--- src/rtl/core/mcsg_pkg.sv ---
// mcsg_pkg: shared types, codes and constants of the midi clock sync generator
// no dependencies
`timescale 1ns / 1ps
package mcsg_pkg;

  localparam int unsigned CPB_DEF = 24;
  localparam int unsigned TPS_DEF = 1000000;

  localparam int unsigned CFG_IDX_W  = 3;
  localparam int unsigned CFG_DATA_W = 7;

  typedef enum logic [2:0] {
    CFG_CHANNEL = 3'd0,
    CFG_MSB_CC  = 3'd1,
    CFG_LSB_CC  = 3'd2,
    CFG_CC_EN   = 3'd3,
    CFG_OUT_EN  = 3'd4
  } cfg_idx_e;

  typedef enum logic [2:0] {
    OP_TICK     = 3'd0,
    OP_START    = 3'd1,
    OP_STOP     = 3'd2,
    OP_CONTINUE = 3'd3,
    OP_TEMPO    = 3'd4,
    OP_DECK     = 3'd5,
    OP_CC       = 3'd6,
    OP_SONGPOS  = 3'd7
  } op_e;

  // real-time and system common status bytes, and the control change status nibble
  localparam logic [7:0] RT_CLOCK      = 8'hF8;
  localparam logic [7:0] RT_START      = 8'hFA;
  localparam logic [7:0] RT_CONTINUE   = 8'hFB;
  localparam logic [7:0] RT_STOP       = 8'hFC;
  localparam logic [7:0] MIDI_SONGPOS  = 8'hF2;
  localparam logic [3:0] MIDI_CC_HI    = 4'hB;

  localparam logic [15:0] BPM_MIN    = 16'd2000;
  localparam logic [15:0] BPM_MAX    = 16'd30000;
  localparam logic [15:0] CC_BPM_MIN = 16'd6000;
  localparam logic [15:0] CC_BPM_MAX = 16'd18727;
  localparam logic [16:0] RETUNE_TOL = 17'd10;
  localparam logic [17:0] PHASE_TOL  = 18'd1310;

  localparam logic [15:0] TEMPO_RST  = 16'd12000;
  localparam logic [16:0] PERIOD_RST = 17'd20833;
  localparam logic [16:0] PERIOD_MAX = 17'h1FFFF;

  // floor(x/5) == (x*RECIP5) >> 18 for x below 2^16
  localparam logic [15:0] RECIP5 = 16'd52429;

  typedef struct packed {
    op_e         op;
    logic [15:0] bpm;
    logic [14:0] bpm_clamp;
    logic [13:0] cc_tempo;
    logic        playing;
    logic [15:0] phase;
    logic        phase_valid;
    logic [6:0]  cc_number;
    logic [6:0]  cc_value;
    logic [13:0] song_pos;
  } cmd_t;

endpackage

--- src/rtl/core/mcsg_if.sv ---
// mcsg_in_if / mcsg_out_if: valid-ready channels of the midi clock sync generator
// no dependencies
`timescale 1ns / 1ps
interface mcsg_in_if;
  logic        valid;
  logic        ready;
  logic [2:0]  opcode;
  logic [15:0] bpm_centi;
  logic        deck_playing;
  logic [15:0] deck_phase;
  logic        phase_valid;
  logic [6:0]  cc_number;
  logic [6:0]  cc_value;
  logic [13:0] song_position;
  modport source (output valid, opcode, bpm_centi, deck_playing, deck_phase, phase_valid,
                  cc_number, cc_value, song_position, input ready);
  modport sink (input valid, opcode, bpm_centi, deck_playing, deck_phase, phase_valid,
                cc_number, cc_value, song_position, output ready);
endinterface

interface mcsg_out_if;
  logic       valid;
  logic       ready;
  logic [7:0] midi_byte;
  logic       last_byte;
  modport source (output valid, midi_byte, last_byte, input ready);
  modport sink (input valid, midi_byte, last_byte, output ready);
endinterface

--- src/rtl/core/mcsg_front.sv ---
// mcsg_front: accepts input requests, pre-clamps tempo fields, two-entry command queue
// depends on mcsg_pkg, mcsg_if
`timescale 1ns / 1ps
module mcsg_front (
  input  logic          clk_i,
  input  logic          rst_ni,
  mcsg_in_if.sink       in_ch,
  output logic          cmd_valid_o,
  output mcsg_pkg::cmd_t cmd_o,
  input  logic          cmd_pop_i
);
  import mcsg_pkg::*;

  cmd_t        queue_q [2];
  cmd_t        cmd_new;
  logic        wp_q, wp_d, rp_q, rp_d;
  logic [1:0]  cnt_q, cnt_d;
  logic        push, pop;
  logic [15:0] bc, bcc;

  // classify and clamp
  always_comb begin
    bc  = in_ch.bpm_centi;
    bcc = in_ch.bpm_centi;
    if (bc < BPM_MIN) bc = BPM_MIN;
    if (bc > BPM_MAX) bc = BPM_MAX;
    if (bcc < CC_BPM_MIN) bcc = CC_BPM_MIN;
    if (bcc > CC_BPM_MAX) bcc = CC_BPM_MAX;
    cmd_new.op          = op_e'(in_ch.opcode);
    cmd_new.bpm         = in_ch.bpm_centi;
    cmd_new.bpm_clamp   = bc[14:0];
    cmd_new.cc_tempo    = 14'(bcc - CC_BPM_MIN);
    cmd_new.playing     = in_ch.deck_playing;
    cmd_new.phase       = in_ch.deck_phase;
    cmd_new.phase_valid = in_ch.phase_valid;
    cmd_new.cc_number   = in_ch.cc_number;
    cmd_new.cc_value    = in_ch.cc_value;
    cmd_new.song_pos    = in_ch.song_position;
  end

  assign in_ch.ready = (cnt_q != 2'd2);
  assign push        = in_ch.valid && in_ch.ready;
  assign pop         = cmd_pop_i && (cnt_q != 2'd0);
  assign cmd_valid_o = (cnt_q != 2'd0);
  assign cmd_o       = queue_q[rp_q];

  always_comb begin
    wp_d  = push ? ~wp_q : wp_q;
    rp_d  = pop ? ~rp_q : rp_q;
    cnt_d = cnt_q + 2'(push) - 2'(pop);
  end

  always_ff @(posedge clk_i) begin
    if (push) queue_q[wp_q] <= cmd_new;
  end

  always_ff @(posedge clk_i or negedge rst_ni) begin
    if (!rst_ni) begin
      wp_q  <= 1'b0;
      rp_q  <= 1'b0;
      cnt_q <= 2'd0;
    end else begin
      wp_q  <= wp_d;
      rp_q  <= rp_d;
      cnt_q <= cnt_d;
    end
  end
endmodule

--- src/rtl/core/mcsg_back.sv ---
// mcsg_back: executes commands, keeps transport state, period divider, phase nudge, byte output
// depends on mcsg_pkg, mcsg_if
`timescale 1ns / 1ps
module mcsg_back #(
  parameter int unsigned CLOCKS_PER_BEAT  = mcsg_pkg::CPB_DEF,
  parameter int unsigned TICKS_PER_SECOND = mcsg_pkg::TPS_DEF
) (
  input  logic                              clk_i,
  input  logic                              rst_ni,
  input  logic                              cmd_valid_i,
  input  mcsg_pkg::cmd_t                    cmd_i,
  output logic                              cmd_pop_o,
  input  logic                              cfg_we_i,
  input  logic [mcsg_pkg::CFG_IDX_W-1:0]    cfg_idx_i,
  input  logic [mcsg_pkg::CFG_DATA_W-1:0]   cfg_data_i,
  mcsg_out_if.source                        out_ch
);
  import mcsg_pkg::*;

  localparam longint unsigned NUM = longint'(TICKS_PER_SECOND) * 6000;
  localparam int unsigned NW  = $clog2(NUM + 1);
  localparam int unsigned CW  = $clog2(NW);
  localparam int unsigned DW  = $clog2(CLOCKS_PER_BEAT * 30000 + 1);
  localparam logic [NW-1:0] NUM_V = NW'(NUM);
  localparam int unsigned MW  = $clog2(CLOCKS_PER_BEAT + 1);
  localparam logic [16:0] PH_STEP = 17'(65536 / CLOCKS_PER_BEAT);
  localparam logic [MW:0] PH_REM  = (MW + 1)'(65536 % CLOCKS_PER_BEAT);
  localparam logic [MW:0] CPB_V   = (MW + 1)'(CLOCKS_PER_BEAT);

  typedef enum logic [5:0] {
    S_IDLE = 6'b000001,
    S_DIV  = 6'b000010,
    S_NUD1 = 6'b000100,
    S_NUD2 = 6'b001000,
    S_NUD3 = 6'b010000,
    S_EMIT = 6'b100000
  } state_e;

  state_e state_q, state_d;

  // configuration
  logic [3:0] ch_q;
  logic [6:0] msb_q, lsb_q;
  logic       cce_q, oe_q;

  // transport state
  logic        run_q, run_d;
  logic [15:0] tempo_q, tempo_d;
  logic [16:0] nom_q, nom_d, act_q, act_d, tick_q, tick_d;
  logic [31:0] pulse_q, pulse_d;
  logic        sync_q, sync_d;
  logic [MW-1:0] pmod_q, pmod_d;
  logic [16:0] pacc_q, pacc_d;
  logic [MW:0] prem_q, prem_d;

  // work registers
  logic [DW-1:0] dvs_q, dvs_d;
  logic [DW:0]   rem_q, rem_d;
  logic [NW-1:0] quo_q, quo_d;
  logic [CW-1:0] cnt_q, cnt_d;
  logic          nud_q, nud_d;
  logic [15:0]   phase_q, phase_d;
  logic [32:0]   prod_q, prod_d;
  logic          neg_q, neg_d;
  logic [12:0]   f_q, f_d;
  logic [13:0]   adj_q, adj_d;
  logic [17:0]   lo_q, lo_d, hi_q, hi_d;

  // byte list
  logic [7:0] bytes_q [7];
  logic [7:0] bytes_d [7];
  logic [2:0] n_q, n_d, idx_q, idx_d;

  // output register
  logic       ov_q, ov_d, olast_q, olast_d;
  logic [7:0] obyte_q, obyte_d;

  logic [7:0]  ccb [6];
  logic [7:0]  st_byte;
  logic [16:0] tc, bdiff;
  logic [DW:0] trial;
  logic        qbit;
  logic [NW-1:0] qn;
  logic signed [17:0] err;
  logic [15:0] emag;
  logic [30:0] fm, am;
  logic [17:0] r20;
  logic signed [18:0] pv;
  logic [17:0] pc;
  logic        ld;

  always_comb begin
    st_byte = {MIDI_CC_HI, ch_q};
    ccb[0] = st_byte;
    ccb[1] = {1'b0, msb_q};
    ccb[2] = {1'b0, cmd_i.cc_tempo[13:7]};
    ccb[3] = st_byte;
    ccb[4] = {1'b0, lsb_q};
    ccb[5] = {1'b0, cmd_i.cc_tempo[6:0]};
  end

  assign tc    = tick_q + 17'd1;
  assign bdiff = (cmd_i.bpm > tempo_q) ? 17'(cmd_i.bpm - tempo_q) : 17'(tempo_q - cmd_i.bpm);

  // divider step
  assign trial = {rem_q[DW-1:0], NUM_V[cnt_q]};
  assign qbit  = (trial >= {1'b0, dvs_q});
  assign qn    = {quo_q[NW-2:0], qbit};

  // phase error against expected position in the beat
  always_comb begin
    err = $signed({2'b00, phase_q}) - $signed({1'b0, pacc_q});
    if (err < -18'sd32768) err = err + 18'sd65536;
    else if (err > 18'sd32768) err = err - 18'sd65536;
    emag = err[17] ? 16'(-err) : err[15:0];
  end

  assign fm  = 31'(nom_q[16:2]) * 31'(RECIP5);
  assign am  = 31'(prod_q[32:18]) * 31'(RECIP5);
  assign r20 = 18'(nom_q) - 18'({f_q, 4'b0}) - 18'({f_q, 2'b0});
  assign ld  = (state_q == S_EMIT) && oe_q && (idx_q != n_q) && (!ov_q || out_ch.ready);

  always_comb begin
    state_d = state_q;
    run_d = run_q; tempo_d = tempo_q; nom_d = nom_q; act_d = act_q; tick_d = tick_q;
    pulse_d = pulse_q; sync_d = sync_q; pmod_d = pmod_q; pacc_d = pacc_q; prem_d = prem_q;
    dvs_d = dvs_q; rem_d = rem_q; quo_d = quo_q; cnt_d = cnt_q; nud_d = nud_q;
    phase_d = phase_q; prod_d = prod_q; neg_d = neg_q; f_d = f_q; adj_d = adj_q;
    lo_d = lo_q; hi_d = hi_q;
    bytes_d = bytes_q; n_d = n_q; idx_d = idx_q;
    cmd_pop_o = 1'b0;
    pv = '0;
    pc = '0;

    unique case (state_q)
      S_IDLE: begin
        if (cmd_valid_i) begin
          cmd_pop_o = 1'b1;
          idx_d     = 3'd0;
          n_d       = 3'd0;
          state_d   = S_EMIT;
          phase_d   = cmd_i.phase;
          nud_d     = 1'b0;
          dvs_d     = DW'(CLOCKS_PER_BEAT) * DW'(cmd_i.bpm_clamp);
          rem_d     = '0;
          quo_d     = '0;
          cnt_d     = CW'(NW - 1);
          unique case (cmd_i.op)
            OP_TICK: begin
              if (run_q) begin
                if (tc >= act_q) begin
                  tick_d     = '0;
                  pulse_d    = pulse_q + 32'd1;
                  bytes_d[0] = RT_CLOCK;
                  n_d        = 3'd1;
                  if (pulse_q == '1 || pmod_q == MW'(CLOCKS_PER_BEAT - 1)) begin
                    pmod_d = '0; pacc_d = '0; prem_d = '0;
                  end else begin
                    pmod_d = pmod_q + MW'(1);
                    if (prem_q + PH_REM >= CPB_V) begin
                      prem_d = prem_q + PH_REM - CPB_V;
                      pacc_d = pacc_q + PH_STEP + 17'd1;
                    end else begin
                      prem_d = prem_q + PH_REM;
                      pacc_d = pacc_q + PH_STEP;
                    end
                  end
                end else begin
                  tick_d = tc;
                end
              end
            end
            OP_START: begin
              tempo_d = cmd_i.bpm; tick_d = '0; pulse_d = '0;
              pmod_d = '0; pacc_d = '0; prem_d = '0; run_d = 1'b1;
              bytes_d[0] = RT_START;
              n_d = 3'd1;
              if (cce_q) begin
                for (int k = 0; k < 6; k++) bytes_d[k + 1] = ccb[k];
                n_d = 3'd7;
              end
              state_d = S_DIV;
            end
            OP_STOP: begin
              run_d = 1'b0; bytes_d[0] = RT_STOP; n_d = 3'd1;
            end
            OP_CONTINUE: begin
              tick_d = '0; act_d = nom_q; run_d = 1'b1;
              bytes_d[0] = RT_CONTINUE; n_d = 3'd1;
            end
            OP_TEMPO: begin
              tempo_d = 16'(cmd_i.bpm_clamp); tick_d = '0;
              if (cce_q) begin
                for (int k = 0; k < 6; k++) bytes_d[k] = ccb[k];
                n_d = 3'd6;
              end
              state_d = S_DIV;
            end
            OP_DECK: begin
              if (cmd_i.playing && !run_q) begin
                // deck started: same as start
                tempo_d = cmd_i.bpm; tick_d = '0; pulse_d = '0;
                pmod_d = '0; pacc_d = '0; prem_d = '0; run_d = 1'b1;
                bytes_d[0] = RT_START;
                n_d = 3'd1;
                if (cce_q) begin
                  for (int k = 0; k < 6; k++) bytes_d[k + 1] = ccb[k];
                  n_d = 3'd7;
                end
                state_d = S_DIV;
              end else if (!cmd_i.playing && run_q) begin
                run_d = 1'b0; bytes_d[0] = RT_STOP; n_d = 3'd1;
              end else if (run_q) begin
                sync_d = 1'b1;
                nud_d  = cmd_i.phase_valid && sync_q;
                if (bdiff > RETUNE_TOL) begin
                  tempo_d = cmd_i.bpm; tick_d = '0;
                  if (cce_q) begin
                    for (int k = 0; k < 6; k++) bytes_d[k] = ccb[k];
                    n_d = 3'd6;
                  end
                  state_d = S_DIV;
                end else if (cmd_i.phase_valid && sync_q) begin
                  state_d = S_NUD1;
                end
              end
            end
            OP_CC: begin
              bytes_d[0] = st_byte;
              bytes_d[1] = {1'b0, cmd_i.cc_number};
              bytes_d[2] = {1'b0, cmd_i.cc_value};
              n_d = 3'd3;
            end
            OP_SONGPOS: begin
              bytes_d[0] = MIDI_SONGPOS;
              bytes_d[1] = {1'b0, cmd_i.song_pos[6:0]};
              bytes_d[2] = {1'b0, cmd_i.song_pos[13:7]};
              n_d = 3'd3;
            end
            default: ;
          endcase
        end
      end
      S_DIV: begin
        // restoring division, one quotient bit a cycle
        rem_d = qbit ? (trial - {1'b0, dvs_q}) : trial;
        quo_d = qn;
        cnt_d = cnt_q - CW'(1);
        if (cnt_q == '0) begin
          if (qn > NW'(PERIOD_MAX)) nom_d = PERIOD_MAX;
          else if (qn == '0) nom_d = 17'd1;
          else nom_d = qn[16:0];
          act_d   = nom_d;
          state_d = nud_q ? S_NUD1 : S_EMIT;
        end
      end
      S_NUD1: begin
        prod_d = 33'(emag) * 33'(nom_q);
        neg_d  = err[17];
        f_d    = fm[30:18];
        state_d = (err > $signed(PHASE_TOL) || err < -$signed(PHASE_TOL)) ? S_NUD2 : S_EMIT;
      end
      S_NUD2: begin
        adj_d = 14'(am[30:18]);
        hi_d  = 18'(nom_q) + 18'(f_q);
        lo_d  = 18'(nom_q) - 18'(f_q) - ((r20 != '0) ? 18'd1 : 18'd0);
        state_d = S_NUD3;
      end
      S_NUD3: begin
        pv = neg_q ? ($signed({2'b00, nom_q}) + $signed({5'b0, adj_q}))
                   : ($signed({2'b00, nom_q}) - $signed({5'b0, adj_q}));
        if (pv < $signed({1'b0, lo_q})) pc = lo_q;
        else if (pv > $signed({1'b0, hi_q})) pc = hi_q;
        else pc = pv[17:0];
        if (pc != 18'(nom_q)) begin
          act_d  = (pc[16:0] == '0) ? 17'd1 : pc[16:0];
          tick_d = '0;
        end
        state_d = S_EMIT;
      end
      S_EMIT: begin
        if (!oe_q || idx_q == n_q) state_d = S_IDLE;
        else if (ld) idx_d = idx_q + 3'd1;
      end
      default: state_d = S_IDLE;
    endcase
  end

  always_comb begin
    ov_d    = ov_q;
    obyte_d = obyte_q;
    olast_d = olast_q;
    if (ld) begin
      ov_d    = 1'b1;
      obyte_d = bytes_q[idx_q];
      olast_d = (idx_q == n_q - 3'd1);
    end else if (out_ch.ready) begin
      ov_d = 1'b0;
    end
  end

  assign out_ch.valid     = ov_q;
  assign out_ch.midi_byte = obyte_q;
  assign out_ch.last_byte = olast_q;

  always_ff @(posedge clk_i) begin
    dvs_q <= dvs_d; rem_q <= rem_d; quo_q <= quo_d; cnt_q <= cnt_d;
    phase_q <= phase_d; prod_q <= prod_d; neg_q <= neg_d; f_q <= f_d;
    adj_q <= adj_d; lo_q <= lo_d; hi_q <= hi_d;
    bytes_q <= bytes_d; obyte_q <= obyte_d; olast_q <= olast_d;
  end

  always_ff @(posedge clk_i or negedge rst_ni) begin
    if (!rst_ni) begin
      state_q <= S_IDLE;
      ch_q <= '0; msb_q <= '0; lsb_q <= 7'd32; cce_q <= 1'b0; oe_q <= 1'b1;
      run_q <= 1'b0; tempo_q <= TEMPO_RST; nom_q <= PERIOD_RST; act_q <= PERIOD_RST;
      tick_q <= '0; pulse_q <= '0; sync_q <= 1'b0;
      pmod_q <= '0; pacc_q <= '0; prem_q <= '0;
      nud_q <= 1'b0; n_q <= '0; idx_q <= '0; ov_q <= 1'b0;
    end else begin
      state_q <= state_d;
      if (cfg_we_i) begin
        unique case (cfg_idx_e'(cfg_idx_i))
          CFG_CHANNEL: ch_q  <= cfg_data_i[3:0];
          CFG_MSB_CC:  msb_q <= cfg_data_i;
          CFG_LSB_CC:  lsb_q <= cfg_data_i;
          CFG_CC_EN:   cce_q <= cfg_data_i[0];
          CFG_OUT_EN:  oe_q  <= cfg_data_i[0];
          default: ;
        endcase
      end
      run_q <= run_d; tempo_q <= tempo_d; nom_q <= nom_d; act_q <= act_d;
      tick_q <= tick_d; pulse_q <= pulse_d; sync_q <= sync_d;
      pmod_q <= pmod_d; pacc_q <= pacc_d; prem_q <= prem_d;
      nud_q <= nud_d; n_q <= n_d; idx_q <= idx_d; ov_q <= ov_d;
    end
  end
endmodule

--- src/rtl/core/midi_clock_sync_generator_unit.sv ---
// midi_clock_sync_generator_unit: top level, front queue plus execution back end
// depends on mcsg_pkg, mcsg_if, mcsg_front, mcsg_back
//
//  channel | dir | handshake           | payload
//  in_ch   | in  | valid/ready         | opcode, bpm_centi, deck fields, cc fields, song_position
//  out_ch  | out | valid/ready         | midi_byte, last_byte
//  cfg     | in  | cfg_we_i, no stall  | cfg_idx_i, cfg_data_i
//
// the back end emits a request's bytes one per cycle while out_ch is ready, then goes idle
// tempo requests (start, set tempo, deck start or retune) also run the restoring period
// divider, one quotient bit per cycle; the quotient is 33 bits wide at the default tick rate
// a deck phase nudge adds multiply and clamp states S_NUD1-S_NUD3, only S_NUD1 on a small error
// reset is asynchronous, active low; state returns to stopped at 120.00 bpm
// the two-entry queue keeps accepting while the back end stalls on out_ch, until it is full
`timescale 1ns / 1ps
module midi_clock_sync_generator_unit #(
  parameter int unsigned CLOCKS_PER_BEAT  = mcsg_pkg::CPB_DEF,
  parameter int unsigned TICKS_PER_SECOND = mcsg_pkg::TPS_DEF
) (
  input  logic                            clk_i,
  input  logic                            rst_ni,
  mcsg_in_if.sink                         in_ch,
  mcsg_out_if.source                      out_ch,
  input  logic                            cfg_we_i,
  input  logic [mcsg_pkg::CFG_IDX_W-1:0]  cfg_idx_i,
  input  logic [mcsg_pkg::CFG_DATA_W-1:0] cfg_data_i
);
  import mcsg_pkg::*;

  // queued commands between front and back
  logic cmd_valid;
  logic cmd_pop;
  cmd_t cmd;

  mcsg_front u_front (
    .clk_i       (clk_i),
    .rst_ni      (rst_ni),
    .in_ch       (in_ch),
    .cmd_valid_o (cmd_valid),
    .cmd_o       (cmd),
    .cmd_pop_i   (cmd_pop)
  );

  mcsg_back #(
    .CLOCKS_PER_BEAT  (CLOCKS_PER_BEAT),
    .TICKS_PER_SECOND (TICKS_PER_SECOND)
  ) u_back (
    .clk_i       (clk_i),
    .rst_ni      (rst_ni),
    .cmd_valid_i (cmd_valid),
    .cmd_i       (cmd),
    .cmd_pop_o   (cmd_pop),
    .cfg_we_i    (cfg_we_i),
    .cfg_idx_i   (cfg_idx_i),
    .cfg_data_i  (cfg_data_i),
    .out_ch      (out_ch)
  );
endmodule
--- src/flat_wrapper.sv ---
// flat-port wrapper written by rule: the top's interface ports become plain ports
module midi_clock_sync_generator_unit_flat import mcsg_pkg::*;
#(
  parameter int unsigned CLOCKS_PER_BEAT  = mcsg_pkg::CPB_DEF,
  parameter int unsigned TICKS_PER_SECOND = mcsg_pkg::TPS_DEF
)
  (clk_i, rst_ni, cfg_we_i, cfg_idx_i, cfg_data_i, in_ch_valid, in_ch_opcode, in_ch_bpm_centi, in_ch_deck_playing, in_ch_deck_phase, in_ch_phase_valid, in_ch_cc_number, in_ch_cc_value, in_ch_song_position, in_ch_ready, out_ch_valid, out_ch_midi_byte, out_ch_last_byte, out_ch_ready);
  mcsg_in_if in_ch_i ();
  mcsg_out_if out_ch_i ();
  input  logic clk_i;
  input  logic rst_ni;
  input  logic cfg_we_i;
  input  logic [mcsg_pkg::CFG_IDX_W-1:0] cfg_idx_i;
  input  logic [mcsg_pkg::CFG_DATA_W-1:0] cfg_data_i;
  input wire logic [$bits(in_ch_i.valid)-1:0] in_ch_valid;
  input wire logic [$bits(in_ch_i.opcode)-1:0] in_ch_opcode;
  input wire logic [$bits(in_ch_i.bpm_centi)-1:0] in_ch_bpm_centi;
  input wire logic [$bits(in_ch_i.deck_playing)-1:0] in_ch_deck_playing;
  input wire logic [$bits(in_ch_i.deck_phase)-1:0] in_ch_deck_phase;
  input wire logic [$bits(in_ch_i.phase_valid)-1:0] in_ch_phase_valid;
  input wire logic [$bits(in_ch_i.cc_number)-1:0] in_ch_cc_number;
  input wire logic [$bits(in_ch_i.cc_value)-1:0] in_ch_cc_value;
  input wire logic [$bits(in_ch_i.song_position)-1:0] in_ch_song_position;
  output wire logic [$bits(in_ch_i.ready)-1:0] in_ch_ready;
  output wire logic [$bits(out_ch_i.valid)-1:0] out_ch_valid;
  output wire logic [$bits(out_ch_i.midi_byte)-1:0] out_ch_midi_byte;
  output wire logic [$bits(out_ch_i.last_byte)-1:0] out_ch_last_byte;
  input wire logic [$bits(out_ch_i.ready)-1:0] out_ch_ready;
  assign in_ch_i.valid = in_ch_valid;
  assign in_ch_i.opcode = in_ch_opcode;
  assign in_ch_i.bpm_centi = in_ch_bpm_centi;
  assign in_ch_i.deck_playing = in_ch_deck_playing;
  assign in_ch_i.deck_phase = in_ch_deck_phase;
  assign in_ch_i.phase_valid = in_ch_phase_valid;
  assign in_ch_i.cc_number = in_ch_cc_number;
  assign in_ch_i.cc_value = in_ch_cc_value;
  assign in_ch_i.song_position = in_ch_song_position;
  assign in_ch_ready = in_ch_i.ready;
  assign out_ch_valid = out_ch_i.valid;
  assign out_ch_midi_byte = out_ch_i.midi_byte;
  assign out_ch_last_byte = out_ch_i.last_byte;
  assign out_ch_i.ready = out_ch_ready;
  midi_clock_sync_generator_unit #(.CLOCKS_PER_BEAT(CLOCKS_PER_BEAT), .TICKS_PER_SECOND(TICKS_PER_SECOND)) u_core (.clk_i(clk_i), .rst_ni(rst_ni), .in_ch(in_ch_i), .out_ch(out_ch_i), .cfg_we_i(cfg_we_i), .cfg_idx_i(cfg_idx_i), .cfg_data_i(cfg_data_i));
endmodule
--- config.mk ---
export PLATFORM = sky130hd
export DESIGN_NAME = midi_clock_sync_generator_unit_flat
export DESIGN_NICKNAME = d
export VERILOG_FILES = /design/src/rtl/core/mcsg_pkg.sv /design/src/rtl/core/mcsg_if.sv /design/src/rtl/core/mcsg_front.sv /design/src/rtl/core/mcsg_back.sv /design/src/rtl/core/midi_clock_sync_generator_unit.sv /design/src/flat_wrapper.sv
export SDC_FILE = /design/constraint.sdc
export NUM_CORES = 2
export LEC_CHECK = 0
export BUFFER_PORTS_ARGS = -buffer_cell sky130_fd_sc_hd__buf_4
export CORE_MARGIN = 2
export CORE_UTILIZATION = 43
export CTS_BUF_LIST = sky130_fd_sc_hd__clkbuf_8
export CTS_CLUSTER_DIAMETER = 150
export DETAILED_ROUTE_END_ITERATION = 8
export PLACE_DENSITY = 0.69
export RECOVER_POWER = 25
export SETUP_SLACK_MARGIN = 0.2
export SYNTH_ARGS = -nofsm -noshare
export SYNTH_HDL_FRONTEND = slang
export SYNTH_SLANG_ARGS = --single-unit
--- constraint.sdc ---
create_clock -name clk_i -period 15.6 [get_ports clk_i]
set_input_delay 2.34 -clock clk_i [delete_from_list [all_inputs] [get_ports clk_i]]
set_output_delay 2.34 -clock clk_i [all_outputs]
set_load 0.02 [all_outputs]
==> results.md <==
* Worst skew pair latency at 0.79 ns
* Pwr per Cell Area at 199 mW/mm^2
* Gr ovfl total at 0
* Worst Hold Class: reg -> reg
* First-pass GRT wire length at 202 mm
* #FFs+latches synth at 586
* Max-slew violation count at 208
* DR DRC count at 0
* Post-route ant nets at 0
* Place WS at 4.07 ns
* Delay of the slowest cell on the worst path at 0.78 ns
* Setup WS post-layout at 3.88 ns
* Critical Path Most Common Cell: fa_1
* Final period utilization at 75.1%
* Row count at 125
* Num CTS Buffers at 101
* Worst hold path depth at 2
* Share of cells above drive strength 1 at 8.08%
* Core area at 0.117 sq mm
* Initial drt markers at 2805
* Switching pwr at 5.37 mW
* Switch share at 48.9%
* Final hold vios at 0
* Power after layout at 11.0 mW
* Post-CTS Setup Bufs at 0
* Leakage dissipation at 25.5 nW
* TritonCTS clock tree: yes
* Tmin final at 11.72 ns
* Mapped Area at 0.0507 sq mm
* Largest net degree at the start of global routing at 81
* Post-synth top flop: edfxtp_1
* Via count at 36900
* Worst-Margin Slew at 3.22 ns
* Sequential cell area at 0.0168 sq mm
* Status: finished, violations left
* Commonest cells after routing, fill and taps aside: 772 x inv_1, 566 x ha_1, 421 x edfxtp_1
* Worst Path Arrival at 12.19 ns
* R2r endpoint: u_core.u_back.prod_q[29]
* Commonest non-fill, non-tap cell in the layout: inv_1
* DR WL/cell at 18.5 um
* CTS resizes at 0
* Die area at 0.121 sq mm
* Syn_nets at 6044
* Port bufs at 90
* CP Capture Type: register
* Max cap viols at 5
* Hold_sp: u_core.u_back.sync_q
* CTS root buf: clkbuf_8
* Syn Area/Cell at 10.0 sq um
* Area delta synth->final at 8.84%
* CP max-delay cell: xnor2_2
* Final wirelength at 125 mm
* Die X at 347 um
* Nets@finish at 6138
* Post-Syn Instances at 5052
* Max clock buf depth at 3
* Drt first pass iters at 6
* Reg2reg path depth at 43
* Fill cells at 10700
* Initial antenna violation count at 1
* Final setup fails at 0
* Vias per Instance at 5.46
* Die height at 347 um
* Yosys Warn Count at 0
* Distinct cells, synth at 98
* Peak VDD IR at 0.318 mV
* Internal at 5.60 mW
* Seq pwr share at 22.8%
* Clk_skew at 0.0788 ns
* Total negative slack at 0 ns
* Worst-path clk slew at 0.06 ns
* # IOs at 91
* RSZ-0062 raised after global routing: false
* Post-synth EDFFs at 421
* Vias in the first global route at 37700
* Slew headroom at -115%
* Hold-fix buffers, CTS at 0
* Failing checks: max-capacitance violations, max-slew violations
* Post-detail-place hpwl at 94.1 mm
* CP required at 16.08 ns
* Critical Path Start Type: register
* Logic pwr share at 63.4%
* Seq/Total Area, Yosys at 33.1%
* Multi-input logic area at 0.0305 sq mm
* Min-Delay Endpoint: u_core.u_back.sync_q
* Total track usage at 20.8%
* Clock tree sinks at 586
* Clk pwr share at 13.8%
* CP Class: reg -> reg
* Final GP Congestion at 0.931
* Reg2reg start: u_core.u_back.pacc_q[0]
* H-Tree Depth at 3
* Max Clock Freq at 85.4 MHz
* Register-to-Register Setup Slack at 3.88 ns
* Crit path max fanout at 17
* Asr flop ratio synth at 28.0%
* Starting Density at 43.5%
layer usage:
metal | vias to the layer above | global-route usage (%) | wire (um)
li1 | 17500 | - | -
met1 | 18000 | 26.7 | 52500
met2 | 1164 | 35.6 | 60300
met3 | 230 | 2.92 | 7890
met4 | 0 | 7.50 | 4180
met5 | - | 0 | 0
power groups by stage:
stage          logic, mW  registers (mW)  clock network [mW]
2_1_floorplan       5.01            2.44                   0
3_3_place_gp        6.75            2.52                   0
3_5_place_dp        6.86            2.53                   0
4_1_cts             6.91            2.50                1.55
5_1_grt             7.74            2.55                1.61
6_report            6.95            2.50                1.51
synth_stat cells (14+ instances only):
cell type | number | area share, %
or2_2 | 19 | 0.23
dfstp_2 | 22 | 1.1
a211oi_1 | 25 | 0.37
clkbuf_1 | 131 | 0.97
o31ai_1 | 28 | 0.41
a31oi_1 | 40 | 0.49
xnor2_1 | 153 | 2.6
fa_1 | 346 | 14
o21a_1 | 22 | 0.33
nand4_1 | 29 | 0.36
o211ai_1 | 21 | 0.31
o22ai_1 | 25 | 0.31
dfrtp_1 | 142 | 7.0
nor4_1 | 29 | 0.36
o21bai_1 | 33 | 0.49
mux2_2 | 84 | 1.9
o221ai_1 | 22 | 0.38
and2_1 | 130 | 1.6
a21boi_0 | 14 | 0.21
nor2_1 | 363 | 2.7
nand3_1 | 87 | 0.86
ha_1 | 566 | 14
mux2i_1 | 112 | 2.2
a221oi_1 | 20 | 0.35
o21ai_0 | 217 | 2.1
xor2_1 | 70 | 1.2
nand2b_1 | 77 | 0.95
edfxtp_1 | 421 | 25
buf_2 | 17 | 0.17
nor3_1 | 48 | 0.47
nor2b_1 | 51 | 0.63
a21o_1 | 75 | 1.1
and3_1 | 40 | 0.49
or3_1 | 18 | 0.22
a21oi_1 | 220 | 2.2
nand2_1 | 388 | 2.9
inv_1 | 731 | 5.4
cell type report:
cell class	count	area share, %
Antenna cell	1	0.00454
Clock buffer	110	2.75
Clock inverter	80	1.24
Inverter	737	5.02
Multi-Input combinational cell	3562	55.2
Sequential cell	586	30.5
Tap cell	1524	3.46
Timing Repair Buffer	158	1.84
kinds of logic (layout without fill, tap and decap cells):
kind of cell | count (synthesis) | after routing | share of synthesized area, %
adders and majority gates | 912 | 912 | 27.6
muxes | 206 | 206 | 4.52
other | 0 | 1 | 0
xor gates and xnor gates | 224 | 224 | 3.89
buffers and inverters | 904 | 1085 | 6.83
and+or+nand+nor | 1340 | 1340 | 12.7
DFF | 586 | 586 | 33.1
AOI/OAI and AO/OA | 880 | 880 | 11.2
sequential cells by signal, summed over array words and instances, names as in the netlist, 18 cells and up:
name	flops
u_core.u_back.bytes_q	55
u_core.u_back.pulse_q	32
u_core.u_back.quo_q	32
u_core.u_back.hi_q	18
u_core.u_front.queue_q	188
u_core.u_back.rem_q	20
u_core.u_back.lo_q	18
critical path: cells and delay by family, from the launching register on:
family / cells / cell delay, ns
and+or+nand+nor: 7 / 1.18
xor gates and xnor gates: 3 / 1.25
buffers and inverters: 5 / 0.51
AOI/OAI and AO/OA: 16 / 3.08
adders and majority gates: 10 / 4.48
DFF: 1 / 0.42
muxes: 2 / 0.49
how the worst max path moves through the flow:
stage                               end  cells after the start  slack, ns               startpoint
2_1_floorplan  u_core.u_back.prod_q[29]                     47       4.87  u_core.u_back.pacc_q[5]
3_3_place_gp   u_core.u_back.prod_q[29]                     43       4.27  u_core.u_back.pacc_q[0]
3_5_place_dp   u_core.u_back.prod_q[29]                     43       4.07  u_core.u_back.pacc_q[0]
4_1_cts        u_core.u_back.prod_q[29]                     43       3.99  u_core.u_back.pacc_q[0]
5_1_grt        u_core.u_back.prod_q[29]                     43       2.95  u_core.u_back.pacc_q[0]
6_report       u_core.u_back.prod_q[29]                     43       3.88  u_core.u_back.pacc_q[0]
metrics by stage:
stage / utilization [%] / area, sq um / cells / hold slack [ns]
floorplan: - / 50700 / 5052 / 0.419
CTS: 47.5 / 55300 / 6757 / 0.472
global route: 47.3 / 55100 / 6758 / 0.483
detailed placement: 45.6 / 53100 / 6567 / 0.457
finish: 47.3 / 55100 / 6758 / 0.469
global placement: 45.6 / 53100 / 6567 / 0.435
No activity file was read; power rests on OpenSTA's default activity.
